===== src/rtl/core/wccq_pkg.sv =====
package wccq_pkg;

  // Field widths
  localparam int ID_W    = 8;
  localparam int ADDR_W  = 7;
  localparam int VAL_W   = 12;
  localparam int KEY_W   = ID_W + ADDR_W + 1;
  localparam int ENTRY_W = KEY_W + VAL_W;
  localparam int LIMIT_W = 8;
  localparam int OFF_W   = 9;
  localparam int OCC_W   = 6;

  // Queue storage
  localparam int ENTRY_DEPTH_DEF = 32;

  // Command queue between front and back
  localparam int CMDQ_DEPTH = 2;
  localparam int CMDQ_PTR_W = $clog2(CMDQ_DEPTH);
  localparam int CMDQ_CNT_W = $clog2(CMDQ_DEPTH + 1);

  // Packet sizing
  localparam logic [VAL_W-1:0]   NARROW_MASK  = VAL_W'(8'hff);
  localparam logic [OFF_W-1:0]   NARROW_BYTES = OFF_W'(4);
  localparam logic [OFF_W-1:0]   WIDE_BYTES   = OFF_W'(5);
  localparam int                 PACKET_BUF_BYTES = 56;
  localparam logic [LIMIT_W-1:0] LIMIT_RESET  = LIMIT_W'(PACKET_BUF_BYTES - 4);

  // Configuration port
  localparam int CFG_DATA_W = 32;
  localparam int CFG_ADDR_W = 3;
  localparam logic [CFG_ADDR_W-3:0] REG_LIMIT = '0;

  typedef enum logic [1:0] {
    KIND_ACK     = 2'd0,
    KIND_DRAINED = 2'd1,
    KIND_NONE    = 2'd2
  } kind_t;

  typedef enum logic [2:0] {
    S_IDLE,
    S_SEARCH,
    S_DRAIN_CHK,
    S_DRAIN_EMIT
  } state_t;

  // Classified transaction handed from front to back
  typedef struct packed {
    logic               drain;
    logic [ID_W-1:0]    servo_id;
    logic [ADDR_W-1:0]  reg_addr;
    logic               wide;
    logic [VAL_W-1:0]   value;
    logic [LIMIT_W-1:0] bytes_used;
  } cmd_t;

  // One result transaction
  typedef struct packed {
    kind_t              kind;
    logic               merged;
    logic               dropped;
    logic [ID_W-1:0]    servo_id;
    logic [ADDR_W-1:0]  reg_addr;
    logic               wide;
    logic [VAL_W-1:0]   value;
    logic [OFF_W-1:0]   end_offset;
    logic [OCC_W-1:0]   occupancy;
    logic               last;
  } res_t;

endpackage


===== src/rtl/core/wccq_front.sv =====
module wccq_front (
  input  logic                       clk,
  input  logic                       rst_n,
  input  logic                       in_valid,
  output logic                       in_stall,
  input  logic                       in_mode,
  input  logic [wccq_pkg::ID_W-1:0]  in_servo_id,
  input  logic [wccq_pkg::ADDR_W-1:0] in_reg_addr,
  input  logic                       in_wide,
  input  logic [wccq_pkg::VAL_W-1:0] in_write_value,
  input  logic [wccq_pkg::LIMIT_W-1:0] in_bytes_used,
  output logic                       cmd_valid,
  output wccq_pkg::cmd_t             cmd,
  input  logic                       cmd_pop
);

  wccq_pkg::cmd_t                        q_r [wccq_pkg::CMDQ_DEPTH];
  logic [wccq_pkg::CMDQ_PTR_W-1:0]       wr_ptr_r, wr_ptr_nxt;
  logic [wccq_pkg::CMDQ_PTR_W-1:0]       rd_ptr_r, rd_ptr_nxt;
  logic [wccq_pkg::CMDQ_CNT_W-1:0]       fill_r, fill_nxt;
  wccq_pkg::cmd_t                        cls;
  logic                                  push;
  logic                                  pop;

  // Classify: narrow writes keep only the low byte
  always_comb begin
    cls.drain      = in_mode;
    cls.servo_id   = in_servo_id;
    cls.reg_addr   = in_reg_addr;
    cls.wide       = in_wide;
    cls.value      = in_wide ? in_write_value : (in_write_value & wccq_pkg::NARROW_MASK);
    cls.bytes_used = in_bytes_used;
  end

  assign in_stall  = (fill_r == wccq_pkg::CMDQ_CNT_W'(wccq_pkg::CMDQ_DEPTH));
  assign cmd_valid = (fill_r != '0);
  assign cmd       = q_r[rd_ptr_r];
  assign push      = in_valid && !in_stall;
  assign pop       = cmd_pop && cmd_valid;

  // Pointer and fill bookkeeping
  always_comb begin
    wr_ptr_nxt = push ? wr_ptr_r + 1'b1 : wr_ptr_r;
    rd_ptr_nxt = pop ? rd_ptr_r + 1'b1 : rd_ptr_r;
    fill_nxt   = fill_r;
    if (push && !pop) begin
      fill_nxt = fill_r + 1'b1;
    end else if (pop && !push) begin
      fill_nxt = fill_r - 1'b1;
    end
  end

  always_ff @(posedge clk) begin
    if (!rst_n) begin
      wr_ptr_r <= '0;
      rd_ptr_r <= '0;
      fill_r   <= '0;
    end else begin
      wr_ptr_r <= wr_ptr_nxt;
      rd_ptr_r <= rd_ptr_nxt;
      fill_r   <= fill_nxt;
    end
  end

  // Queue storage, no reset
  always_ff @(posedge clk) begin
    if (push) begin
      q_r[wr_ptr_r] <= cls;
    end
  end

endmodule


===== src/rtl/core/wccq_back.sv =====
module wccq_back #(
  parameter int ENTRY_DEPTH = wccq_pkg::ENTRY_DEPTH_DEF
) (
  input  logic                         clk,
  input  logic                         rst_n,
  input  logic [wccq_pkg::LIMIT_W-1:0] limit,
  input  logic                         cmd_valid,
  input  wccq_pkg::cmd_t               cmd,
  output logic                         cmd_pop,
  output logic                         res_valid,
  output wccq_pkg::res_t               res,
  input  logic                         res_stall
);

  localparam int IDX_W = $clog2(ENTRY_DEPTH);
  localparam int CNT_W = $clog2(ENTRY_DEPTH + 1);
  localparam logic [IDX_W:0]   DEPTH_X = (IDX_W + 1)'(ENTRY_DEPTH);
  localparam logic [CNT_W-1:0] DEPTH_C = CNT_W'(ENTRY_DEPTH);

  // Entry memory, undefined until written
  logic [wccq_pkg::ENTRY_W-1:0] mem [ENTRY_DEPTH];
  logic [wccq_pkg::ENTRY_W-1:0] rdata_r;
  logic                         mem_we;
  logic [IDX_W-1:0]             mem_waddr;
  logic                         mem_re;
  logic [IDX_W-1:0]             mem_raddr;

  wccq_pkg::state_t             state_r, state_nxt;
  wccq_pkg::cmd_t               cmd_r, cmd_nxt;
  logic [IDX_W-1:0]             head_r, head_nxt;
  logic [CNT_W-1:0]             count_r, count_nxt;
  logic [CNT_W-1:0]             idx_r, idx_nxt;
  logic                         pend_r, pend_nxt;
  logic [IDX_W-1:0]             slot_r, slot_nxt;
  logic [wccq_pkg::OFF_W-1:0]   offset_r, offset_nxt;
  wccq_pkg::res_t               res_r, res_nxt;
  logic                         res_vld_r;
  logic                         res_load;

  logic [wccq_pkg::KEY_W-1:0]   cmd_key;
  logic [wccq_pkg::ENTRY_W-1:0] cmd_ent;
  logic                         res_free;
  logic                         hit;
  logic                         scan_end;
  logic                         full;
  logic                         drain_go;
  logic [wccq_pkg::OFF_W-1:0]   off_new;
  logic [CNT_W-1:0]             cnt_new;
  logic [IDX_W-1:0]             head_new;
  logic [IDX_W-1:0]             scan_slot;
  logic [IDX_W-1:0]             tail_slot;
  logic                         more;

  // Ring index add, both operands below the depth
  function automatic logic [IDX_W-1:0] slot_add(input logic [IDX_W-1:0] a,
                                                input logic [IDX_W-1:0] b);
    logic [IDX_W:0] s;
    s = {1'b0, a} + {1'b0, b};
    if (s >= DEPTH_X) begin
      s = s - DEPTH_X;
    end
    return s[IDX_W-1:0];
  endfunction

  // Shared conditions
  assign cmd_key   = {cmd_r.servo_id, cmd_r.reg_addr, cmd_r.wide};
  assign cmd_ent   = {cmd_key, cmd_r.value};
  assign res_free  = !res_vld_r || !res_stall;
  assign hit       = pend_r && (rdata_r[wccq_pkg::ENTRY_W-1:wccq_pkg::VAL_W] == cmd_key);
  assign scan_end  = (idx_r == count_r) && !hit;
  assign full      = (count_r == DEPTH_C);
  assign drain_go  = (count_r != '0) && (offset_r < {1'b0, limit});
  assign off_new   = offset_r + (rdata_r[wccq_pkg::VAL_W] ? wccq_pkg::WIDE_BYTES
                                                          : wccq_pkg::NARROW_BYTES);
  assign cnt_new   = count_r - 1'b1;
  assign head_new  = slot_add(head_r, IDX_W'(1));
  assign scan_slot = slot_add(head_r, idx_r[IDX_W-1:0]);
  assign tail_slot = slot_add(head_r, count_r[IDX_W-1:0]);
  assign more      = (cnt_new != '0) && (off_new < {1'b0, limit});

  // Next state
  always_comb begin
    state_nxt = state_r;
    case (state_r)
      wccq_pkg::S_IDLE: begin
        if (cmd_valid) begin
          state_nxt = cmd.drain ? wccq_pkg::S_DRAIN_CHK : wccq_pkg::S_SEARCH;
        end
      end
      wccq_pkg::S_SEARCH: begin
        if ((hit || scan_end) && res_free) begin
          state_nxt = wccq_pkg::S_IDLE;
        end
      end
      wccq_pkg::S_DRAIN_CHK: begin
        if (drain_go) begin
          state_nxt = wccq_pkg::S_DRAIN_EMIT;
        end else if (res_free) begin
          state_nxt = wccq_pkg::S_IDLE;
        end
      end
      wccq_pkg::S_DRAIN_EMIT: begin
        if (res_free && !more) begin
          state_nxt = wccq_pkg::S_IDLE;
        end
      end
      default: state_nxt = wccq_pkg::S_IDLE;
    endcase
  end

  // Datapath and outputs per state
  always_comb begin
    cmd_pop    = 1'b0;
    cmd_nxt    = cmd_r;
    head_nxt   = head_r;
    count_nxt  = count_r;
    idx_nxt    = idx_r;
    pend_nxt   = pend_r;
    slot_nxt   = slot_r;
    offset_nxt = offset_r;
    mem_we     = 1'b0;
    mem_waddr  = tail_slot;
    mem_re     = 1'b0;
    mem_raddr  = head_r;
    res_load   = 1'b0;
    res_nxt    = '0;
    case (state_r)
      wccq_pkg::S_IDLE: begin
        if (cmd_valid) begin
          cmd_pop    = 1'b1;
          cmd_nxt    = cmd;
          idx_nxt    = '0;
          pend_nxt   = 1'b0;
          offset_nxt = wccq_pkg::OFF_W'(cmd.bytes_used);
        end
      end
      wccq_pkg::S_SEARCH: begin
        if (hit || scan_end) begin
          if (res_free) begin
            res_load     = 1'b1;
            res_nxt.kind = wccq_pkg::KIND_ACK;
            res_nxt.last = 1'b1;
            pend_nxt     = 1'b0;
            if (hit) begin
              // replace value in place, queue position unchanged
              mem_we         = 1'b1;
              mem_waddr      = slot_r;
              res_nxt.merged = 1'b1;
              res_nxt.occupancy = wccq_pkg::OCC_W'(count_r);
            end else if (full) begin
              res_nxt.dropped   = 1'b1;
              res_nxt.occupancy = wccq_pkg::OCC_W'(count_r);
            end else begin
              mem_we    = 1'b1;
              mem_waddr = tail_slot;
              count_nxt = count_r + 1'b1;
              res_nxt.occupancy = wccq_pkg::OCC_W'(count_nxt);
            end
          end
        end else begin
          // read next occupied entry; the compare uses the registered read data in the next cycle
          mem_re    = 1'b1;
          mem_raddr = scan_slot;
          slot_nxt  = scan_slot;
          pend_nxt  = 1'b1;
          idx_nxt   = idx_r + 1'b1;
        end
      end
      wccq_pkg::S_DRAIN_CHK: begin
        if (drain_go) begin
          mem_re    = 1'b1;
          mem_raddr = head_r;
        end else if (res_free) begin
          res_load           = 1'b1;
          res_nxt.kind       = wccq_pkg::KIND_NONE;
          res_nxt.end_offset = offset_r;
          res_nxt.occupancy  = wccq_pkg::OCC_W'(count_r);
          res_nxt.last       = 1'b1;
        end
      end
      wccq_pkg::S_DRAIN_EMIT: begin
        if (res_free) begin
          res_load           = 1'b1;
          res_nxt.kind       = wccq_pkg::KIND_DRAINED;
          res_nxt.servo_id   = rdata_r[wccq_pkg::ENTRY_W-1 -: wccq_pkg::ID_W];
          res_nxt.reg_addr   = rdata_r[wccq_pkg::VAL_W+1 +: wccq_pkg::ADDR_W];
          res_nxt.wide       = rdata_r[wccq_pkg::VAL_W];
          res_nxt.value      = rdata_r[wccq_pkg::VAL_W-1:0];
          res_nxt.end_offset = off_new;
          res_nxt.occupancy  = wccq_pkg::OCC_W'(cnt_new);
          res_nxt.last       = !more;
          head_nxt           = head_new;
          count_nxt          = cnt_new;
          offset_nxt         = off_new;
          // prefetch the next head so one command leaves per cycle while the result is not stalled
          if (more) begin
            mem_re    = 1'b1;
            mem_raddr = head_new;
          end
        end
      end
      default: begin
        cmd_pop = 1'b0;
      end
    endcase
  end

  // Control registers
  always_ff @(posedge clk) begin
    if (!rst_n) begin
      state_r   <= wccq_pkg::S_IDLE;
      head_r    <= '0;
      count_r   <= '0;
      pend_r    <= 1'b0;
      res_vld_r <= 1'b0;
    end else begin
      state_r <= state_nxt;
      head_r  <= head_nxt;
      count_r <= count_nxt;
      pend_r  <= pend_nxt;
      if (res_load) begin
        res_vld_r <= 1'b1;
      end else if (!res_stall) begin
        res_vld_r <= 1'b0;
      end
    end
  end

  // Payload registers
  always_ff @(posedge clk) begin
    cmd_r    <= cmd_nxt;
    idx_r    <= idx_nxt;
    slot_r   <= slot_nxt;
    offset_r <= offset_nxt;
    if (res_load) begin
      res_r <= res_nxt;
    end
  end

  // Entry memory: one write, one registered read
  always_ff @(posedge clk) begin
    if (mem_we) begin
      mem[mem_waddr] <= cmd_ent;
    end
    if (mem_re) begin
      rdata_r <= mem[mem_raddr];
    end
  end

  assign res_valid = res_vld_r;
  assign res       = res_r;

  // Checks
  a_count_bound: assert property (@(posedge clk) disable iff (!rst_n)
    count_r <= DEPTH_C)
    else $error("entry count above queue depth");

  a_count_step: assert property (@(posedge clk) disable iff (!rst_n)
    $past(rst_n) |-> (count_r == $past(count_r)) ||
                     (count_r == CNT_W'($past(count_r) + 1'b1)) ||
                     (count_r == CNT_W'($past(count_r) - 1'b1)))
    else $error("entry count moved by more than one");

  a_scan_in_range: assert property (@(posedge clk) disable iff (!rst_n)
    (state_r == wccq_pkg::S_SEARCH) && mem_re |-> idx_r < count_r)
    else $error("search read beyond occupied entries");

  a_emit_nonempty: assert property (@(posedge clk) disable iff (!rst_n)
    state_r == wccq_pkg::S_DRAIN_EMIT |-> count_r != '0)
    else $error("drain pop from empty queue");

  a_drain_flags: assert property (@(posedge clk) disable iff (!rst_n)
    res_vld_r && (res_r.kind != wccq_pkg::KIND_ACK) |-> !res_r.merged && !res_r.dropped)
    else $error("drain result carries enqueue flags");

endmodule


===== src/rtl/core/write_coalescing_command_queue.sv =====
// Channel   Direction  Handshake               Carries
// in_*      input      in_valid / in_stall     enqueue or drain request
// out_*     output     out_valid / out_stall   acknowledge, drained command or empty mark
// cfg_*     input      APB-style, pready high  packet_byte_limit at byte address 0
//
// Up to two requests wait in the front queue while the back end works on one.
// Enqueue: the command is picked up, then each queued entry is read and compared in turn; the
// result follows a match or the last compare, a scan paced by the single-read entry memory.
// Drain: head read first, then one command per cycle from the prefetched head unless stalled.
// Synchronous reset clears pointers and counts, sets the limit to 52; entries are not cleared.
// A stalled result holds the back end; the front keeps taking requests until its queue fills.
module write_coalescing_command_queue #(
  parameter int ENTRY_DEPTH = wccq_pkg::ENTRY_DEPTH_DEF
) (
  input  logic                             clk,
  input  logic                             rst_n,
  // request channel
  input  logic                             in_valid,
  output logic                             in_stall,
  input  logic                             in_mode,
  input  logic [wccq_pkg::ID_W-1:0]        in_servo_id,
  input  logic [wccq_pkg::ADDR_W-1:0]      in_reg_addr,
  input  logic                             in_wide,
  input  logic [wccq_pkg::VAL_W-1:0]       in_write_value,
  input  logic [wccq_pkg::LIMIT_W-1:0]     in_bytes_used,
  // result channel
  output logic                             out_valid,
  input  logic                             out_stall,
  output logic [1:0]                       out_kind,
  output logic                             out_merged,
  output logic                             out_dropped,
  output logic [wccq_pkg::ID_W-1:0]        out_servo_id,
  output logic [wccq_pkg::ADDR_W-1:0]      out_reg_addr,
  output logic                             out_wide,
  output logic [wccq_pkg::VAL_W-1:0]       out_value,
  output logic [wccq_pkg::OFF_W-1:0]       out_end_offset,
  output logic [wccq_pkg::OCC_W-1:0]       out_occupancy,
  output logic                             out_last,
  // configuration port
  input  logic                             cfg_psel,
  input  logic                             cfg_penable,
  input  logic                             cfg_pwrite,
  input  logic [wccq_pkg::CFG_ADDR_W-1:0]  cfg_paddr,
  input  logic [wccq_pkg::CFG_DATA_W-1:0]  cfg_pwdata,
  output logic [wccq_pkg::CFG_DATA_W-1:0]  cfg_prdata,
  output logic                             cfg_pready
);

  logic [wccq_pkg::LIMIT_W-1:0] limit_r, limit_nxt;
  logic                         limit_sel;
  logic                         cmd_valid;
  wccq_pkg::cmd_t               cmd;
  logic                         cmd_pop;
  wccq_pkg::res_t               res;

  // Configuration register
  assign cfg_pready = 1'b1;
  assign limit_sel  = (cfg_paddr[wccq_pkg::CFG_ADDR_W-1:2] == wccq_pkg::REG_LIMIT);

  always_comb begin
    limit_nxt = limit_r;
    if (cfg_psel && cfg_penable && cfg_pwrite && limit_sel) begin
      limit_nxt = cfg_pwdata[wccq_pkg::LIMIT_W-1:0];
    end
  end

  always_ff @(posedge clk) begin
    if (!rst_n) begin
      limit_r <= wccq_pkg::LIMIT_RESET;
    end else begin
      limit_r <= limit_nxt;
    end
  end

  assign cfg_prdata = limit_sel ? wccq_pkg::CFG_DATA_W'(limit_r) : '0;

  // Front: accept and classify
  wccq_front u_front (
    .clk            (clk),
    .rst_n          (rst_n),
    .in_valid       (in_valid),
    .in_stall       (in_stall),
    .in_mode        (in_mode),
    .in_servo_id    (in_servo_id),
    .in_reg_addr    (in_reg_addr),
    .in_wide        (in_wide),
    .in_write_value (in_write_value),
    .in_bytes_used  (in_bytes_used),
    .cmd_valid      (cmd_valid),
    .cmd            (cmd),
    .cmd_pop        (cmd_pop)
  );

  // Back: merge search, append and drain
  wccq_back #(
    .ENTRY_DEPTH (ENTRY_DEPTH)
  ) u_back (
    .clk       (clk),
    .rst_n     (rst_n),
    .limit     (limit_r),
    .cmd_valid (cmd_valid),
    .cmd       (cmd),
    .cmd_pop   (cmd_pop),
    .res_valid (out_valid),
    .res       (res),
    .res_stall (out_stall)
  );

  assign out_kind       = res.kind;
  assign out_merged     = res.merged;
  assign out_dropped    = res.dropped;
  assign out_servo_id   = res.servo_id;
  assign out_reg_addr   = res.reg_addr;
  assign out_wide       = res.wide;
  assign out_value      = res.value;
  assign out_end_offset = res.end_offset;
  assign out_occupancy  = res.occupancy;
  assign out_last       = res.last;

endmodule


===== config.mk =====
export PLATFORM = sky130hd
export DESIGN_NAME = write_coalescing_command_queue
export DESIGN_NICKNAME = d
export VERILOG_FILES = /design/src/rtl/core/wccq_pkg.sv /design/src/rtl/core/wccq_front.sv /design/src/rtl/core/wccq_back.sv /design/src/rtl/core/write_coalescing_command_queue.sv
export SDC_FILE = /design/constraint.sdc
export NUM_CORES = 2
export LEC_CHECK = 0
export BUFFER_PORTS_ARGS = -buffer_cell sky130_fd_sc_hd__buf_2
export CAP_MARGIN = 20
export CORE_ASPECT_RATIO = 0.75
export CORE_MARGIN = 2
export CORE_UTILIZATION = 30
export DETAILED_ROUTE_END_ITERATION = 8
export GPL_TIMING_DRIVEN = 0
export SLEW_MARGIN = 20
export SYNTH_ARGS = -nofsm -noshare
export SYNTH_HDL_FRONTEND = slang
export SYNTH_SLANG_ARGS = --single-unit

===== constraint.sdc =====
create_clock -name clk -period 14.6 [get_ports clk]
set_clock_uncertainty 0.05 [all_clocks]
set_input_delay 2.92 -clock clk [delete_from_list [all_inputs] [get_ports clk]]
set_output_delay 2.92 -clock clk [all_outputs]
set_load 0.05 [all_outputs]

### Word-level counts from Yosys, hierarchy flattened

Memories as Yosys holds them, arrays and structs flattened. A register that Yosys moved wholly into a read port is not among the register bits.
Cells that the tools add are included.

| storage, ports and cells | value |
|---|---|
| register bits | 124 |
| memory bits (writable) | 970 |
| bits of input ports | 79 |
| output and inout bits | 83 |
| word-level logic and storage cells | 187 |
| memories | 2 |

Memory list:

| memory | words | bits a word | read ports | clocked after memory_dff | wr ports | RTL line | text |
|---|---|---|---|---|---|---|---|
| u_back.mem | 32 | 28 | 1 | 1 | 1 | wccq_back.sv:21 | `logic [wccq_pkg::ENTRY_W-1:0] mem [ENTRY_DEPTH];` |
| u_front.q_r | 2 | 37 | 1 | 1 | 1 | wccq_front.sv:17 | `wccq_pkg::cmd_t q_r [wccq_pkg::CMDQ_DEPTH];` |

| cells by class | value |
|---|---|
| $add $sub $neg | 14 |
| magnitude comparators | 5 |
| equality and inequality tests | 17 |
| multiplexer cells | 79 |
| bitwise logic cells | 4 |
| reduce and logical (&&, ||, !) cells | 40 |

Operators with widths:

| kind | count |
|---|---|
| $mux W5 | 10 |
| $mux W16 | 3 |
| $mux W6 | 7 |
| $pmux W9 S2 | 2 |
| $mux W1 | 30 |
| $pmux W6 S2 | 2 |
| $pmux W7 S3 | 1 |
| $ge A6 B6 Y1 const B | 3 |
| $lt A9 B8 Y1 | 2 |
| $mux W9 | 2 |
| $eq A16 B16 Y1 | 1 |
| $mux W3 | 5 |
| $sub A5 B1 Y5 const B | 3 |
| $mux W7 | 2 |
| $logic_and A1 B1 Y1 | 13 |
| $add A5 B5 Y6 | 2 |
| $add A6 B1 Y6 const B | 2 |
| $mux W12 | 1 |
| $mux W2 | 6 |
| $ne A2 B1 Y1 const B | 6 |
| $pmux W3 S4 | 1 |
| $reduce_and A3 Y1 | 4 |
| $reduce_bool A6 Y1 | 2 |
| $pmux W5 S2 | 1 |
| other kinds (27) | 48 |

### Logic depth before layout (Yosys ltp)

| depth | value |
|---|---|
| depth after elaboration | 9 |
| gate-level depth with buffers | 21 |
| mapped depth without buffers | 17 |

### Cells and area by module

Synthesis repeated with hierarchy kept, for this count alone.

| second synthesis, totals | value |
|---|---|
| cells, all modules | 3,140 |
| area, all modules | 45,233.4 um^2 |

Modules (own cells, without submodules):

| module | times used | cells an instance | area an instance (um^2) |
|---|---|---|---|
| wccq_back | 1 | 2,926 | 41,688.7 |
| wccq_front | 1 | 144 | 2,939.1 |
| write_coalescing_command_queue | 1 | 70 | 605.6 |

### Least setup slack after synthesis

Ideal clock, no wire load.

| timing | value |
|---|---|
| path type | input port to output port |
| from | input cfg_paddr[2] in the netlist's numbering |
| to | output cfg_prdata[0] in the netlist's numbering |
| data arrival time | 3,804 ps |
| path slack | 7,826 ps |
| cell stages on the path | 2 |
| path buffers | 1 |
| path through | clkbuf_1 nor2b_1 |

| between the ends | value |
|---|---|
| cells in the longest elaborated chain, start to end | 1 |

RTL lines:

| element | RTL line | text |
|---|---|---|
| start, declared | write_coalescing_command_queue.sv:43 | `input logic [wccq_pkg::CFG_ADDR_W-1:0] cfg_paddr,` |
| $mux W8 | write_coalescing_command_queue.sv:75 | `assign cfg_prdata = limit_sel ? wccq_pkg::CFG_DATA_W'(limit_r) : '0;` |
| end, declared | write_coalescing_command_queue.sv:45 | `output logic [wccq_pkg::CFG_DATA_W-1:0] cfg_prdata,` |

Every way passes these cells.

### Worst setup path in the final report

| timing | value |
|---|---|
| from | input out_stall |
| to | register u_back.rdata_r[11] in the netlist's numbering, read port of u_back.mem, data pin |

| between the ends | value |
|---|---|
| cells in the longest elaborated chain, start to end | 4 |
| elaborated cells between the ends (all ways) | 6 |
| classes of those cells | mux (4); reduce/logical (2) |

RTL lines:

| element | RTL line | text |
|---|---|---|
| start, declared | write_coalescing_command_queue.sv:28 | `input logic out_stall,` |
| $logic_not A1 Y1 (*) | wccq_back.sv:68 | `assign res_free = !res_vld_r \|\| !res_stall;` |
| $logic_or A1 B1 Y1 (*) | wccq_back.sv:68 |  |
| $mux W1 / $mux W5 (equally long branches) | wccq_back.sv:182 | `if (res_free) begin` |
| $pmux W1 S3 / $pmux W5 S2 (equally long branches) | wccq_back.sv:127 | `case (state_r)` |
| end, declared | wccq_back.sv:22 | `logic [wccq_pkg::ENTRY_W-1:0] rdata_r;` |

Every way passes the cells marked *; elsewhere a longest branch is shown, timed or not.
A chain may end at the register's enable or synchronous reset.

==> impl_summary.md <==
Outcome
The run finished with clean final reports.

Die
The count of pins on the block boundary is 162. For this configuration, the core starts out at a cell density of 30.1%. In this run the vertical extent of the chip is 340 µm. The floorplan has 123 rows. The area inside the core boundary is 149000 µm². The floorplan step defined a die boundary enclosing 153000 µm². Measured along the x axis, the die boundary spans 451 µm.

Critical path
The worst setup path is captured at a register. The required time at the endpoint of the critical path is 14.94 ns. The source of the worst register-to-register timing path is u_back.rdata_r[12]. The biggest fanout along the worst timing path is 10.

The critical path class is in2reg. The critical path starts at out_stall. Data arrives at the worst endpoint at 7.60 ns.

STA classifies the critical path startpoint as an input port.

Placed design
The total instance count after detailed placement is 4679. OpenSTA, run right after detailed placement, puts the worst setup slack at 6.90 ns. After legalization and detailed placement, the total HPWL measured 82600 µm. The placer's final routability congestion estimate is 0.886.

The total of buffers placed on input and output ports is 108.

Timing
For the pin with the worst max-slew slack, the measured transition is 1.21 ns. The worst pin sits at a relative slew slack of 19.5%. The period utilization is 49.7%. The number of pins exceeding their max-slew limit in the final report is 0. Adding up every negative setup slack in the final design gives 0 ns.

The post-route worst setup slack is 7.35 ns. The final setup violation count is 0. Derived from the worst setup path, the maximum achievable clock frequency is 0.138 GHz.

The post-layout minimum cycle time is 7.25 ns. Setup repair after global routing left no endpoint under its margin. The number of endpoints with negative hold slack in the final report is 0.

Min path
The launch point of the worst hold path is limit_r[7]. The min-delay analysis places its worst path in the category reg2reg.

Logic synthesis
The async set or reset register ratio after synthesis is 0%. The cell area that synthesis handed to floorplanning was 45000 µm². A synthesized cell averages 18.2 µm². After synthesis, the netlist uses 73 different library cells. The number of instances in the synthesized netlist is 2478. The count of state elements after synthesis is 1122. The fraction of the yosys area taken by sequential cells is 74.2%.

The top flip-flop cell by instance count after synthesis is sky130_fd_sc_hd__edfxtp_1. The count of flip-flops with a built-in enable after synthesis is 1094. The Yosys step of the flow raised 0 warnings.

Clocking
At the later pin of the worst-skew pair, clock insertion delay measures 0.72 ns. The tree is rooted in a sky130_fd_sc_hd__clkbuf_16. TritonCTS built the clock tree.

Clock-pin slew was measured on the worst setup and hold paths at 0.07 ns. For this design, the CTS-stage hold fixing added 0 buffers. Once the clock tree was built, the resizer swapped 0 gates to a different size.

The number of H-tree levels is 3. The number of setup buffers added after CTS is 0. CTS saw 1122 sinks. In this run, CTS created clock tree buffers numbering 104. The maximum buffer depth of the clock tree is 3.

Cells and area
Counting the fill cells in the layout gives 13800. The area growth from synthesis to layout is 18.2%. The most common library cell in the layout ignoring fill and taps is sky130_fd_sc_hd__edfxtp_1. In the final design database the tool counted 2906 nets.

The library cells used most frequently in the layout, excluding fill and tap cells, are sky130_fd_sc_hd__edfxtp_1, sky130_fd_sc_hd__mux2i_1, sky130_fd_sc_hd__buf_2. Of the cells placed in the final design, the portion with a size suffix greater than 1 is 22.3%. At the end of the flow the core is filled with cells to 35.6%. The number of antenna diodes in the final layout is 0. For this run, the number of standard cells in the final layout without fillers is 4871.

Pwr
In this run switching power makes up 31.4% of total power. The portion of total power attributed to sequential cells is 46.3%. The share of total power dissipated in combinational logic is 25.6%.

The maximum ir drop on the vdd rail is 0.0988 mV. The share of total power dissipated in the clock network is 28.1%. The analysis attributes to cell leakage a power of 17.3 nW. For this design the total switching power over the nets is 2.95 mW.

The internal portion of the total power is 6.45 mW. The total power density per cell area is 177 nW/µm².

Run
The total of max-cap violations is 0.

GRT
The remaining global-route overflow is 0. The initial antenna violation count is 4. The met3 track utilization from global routing is 3.55%. The via count of the first global-routing pass is 23400. The met1 layer usage reported by global route is 23.5%. Entering global routing, the biggest net connects 34 pins. The first global-routing pass estimated 169000 µm of wire. For this run, the total global-route usage over all layers was measured as 15.1%.

Global routing used 21.1% of the available met2 tracks. After global routing, the most crowded layer is met1.

Routing
The via count is 24400. The iteration-0 DRC count of the detailed router is 2839. The detailed-routing iteration count for the pre-antenna-repair pass is 6. After detailed routing, the number of remaining DRC violations is 0.

Wires add up to 119000 µm. Using the TritonRoute via totals, the vias-per-cell ratio works out to 5.00. The antenna violation net count after detailed routing is 0. After detailed routing, the average wire length per cell comes to 24.3 µm.
final cells by class:
cell class	instances	area (µm²)	share of cell area (%)
clock buffers	123	2670	5.02
clock inverters	64	548	1.03
multi-input cells	1204	11000	20.6
plain buffers	145	915	1.72
repair buffers	183	2080	3.90
well taps	2000	2500	4.70
inverters	30	113	0.212
flip-flops and latches	1122	33400	62.8
worst max-delay path: stages:
cell,delay [ns]
sky130_fd_sc_hd__buf_2,0.10
sky130_fd_sc_hd__nand2_1,0.23
sky130_fd_sc_hd__nand2_1,0.18
sky130_fd_sc_hd__nor4_2,0.72
sky130_fd_sc_hd__nor2_1,0.27
sky130_fd_sc_hd__o21ai_1,0.60
sky130_fd_sc_hd__clkbuf_1,0.50
sky130_fd_sc_hd__buf_2,0.42
sky130_fd_sc_hd__nand2_2,0.30
sky130_fd_sc_hd__buf_2,0.32
sky130_fd_sc_hd__o22ai_1,0.78
sky130_fd_sc_hd__a311oi_1,0.23
power groups by stage:
stage          Sequential (mW)  Combinational [mW]  Clock (mW)
2_1_floorplan             4.48                1.21           0
3_3_place_gp              4.72                1.85           0
3_5_place_dp              4.47                2.33           0
4_1_cts                   4.40                2.34        2.68
5_1_grt                   4.37                2.56        2.81
6_report                  4.35                2.41        2.64
registers in the layout, summed over array words and instances (netlist names), named ones only:
register,cells
u_back.rdata_r,28
u_back.idx_r,6
u_back.state_r,2
u_front.q_r,74
u_back.pend_r,1
u_back.cmd_ent,28
u_back.offset_r,9
u_back.count_r,6
u_front.fill_r,2
limit_r,8
u_back.res_valid,1
u_back.slot_r,5
u_front.rd_ptr_r,1
u_back.res,48
u_back.mem,896
u_back.head_r,5
u_front.wr_ptr_r,1
stage by stage:
step           hold WS, ns  instance area, µm²  power (mW)
2_1_floorplan        0.393               45100        5.69
3_3_place_gp         0.403               48200        6.57
3_5_place_dp         0.411               49900        6.80
4_1_cts              0.419               53100        9.42
5_1_grt              0.435               53200        9.74
6_report             0.419               53200        9.40
Yosys cell counts, drive strengths merged (3+ instances only):
master  instances  area share (%)
or3             6           0.083
clkbuf         41            0.34
a22oi          32            0.54
o22ai          27            0.38
xnor2          31            0.60
mux2i         177             3.9
nor2b           7           0.097
nand4           4           0.056
buf           104             1.7
nor4            6           0.097
and3           34            0.47
ha             35            0.97
o311a          28            0.62
nand3          15            0.17
mux2           29            0.73
edfxtp       1094              73
a21oi          34            0.38
o21a            5           0.083
inv            28            0.23
xor2           23            0.46
and2           79             1.1
a31oi           5           0.069
a21boi         17            0.30
a22o            4           0.078
nand2b          5           0.069
mux4          135             6.8
dfxtp          28             1.2
a211oi         63             1.1
nor3b           4           0.067
nand2         151             1.3
o211ai         18            0.30
nor2           76            0.63
o21ai          45            0.55
or2             3           0.042
a311oi         27            0.53
nor3           17            0.21
a21o           14            0.23
logic make-up (layout without fill, tap and decap cells):
family	Yosys count	in the layout	synth area share [%]
DFF	1122	1122	74.2
AOI/OAI and AO/OA	334	334	5.43
other	2	25	0.0167
xor gates and xnor gates	54	54	1.07
and+or+nand+nor	413	413	4.48
buffers and inverters	175	545	2.28
adders and majority gates	37	37	1.06
muxes	341	341	11.5
final timing paths:
kind | endpoint | depth (start not counted) | slack [ns]
setup / recovery | u_back.rdata_r[11] | 12 | 7.35
setup reg to reg | u_back.rdata_r[11] | 17 | 7.69
hold reg to reg | limit_r[7] | 2 | 0.42
hold / removal | limit_r[7] | 2 | 0.42
per-layer routing:
metal	share of wire [%]	wire, µm
met3	9.3	11000
met5	0	0
met4	2.0	2380
met1	46	54800
met2	43	50400
(Power assumes the default switching activity.)
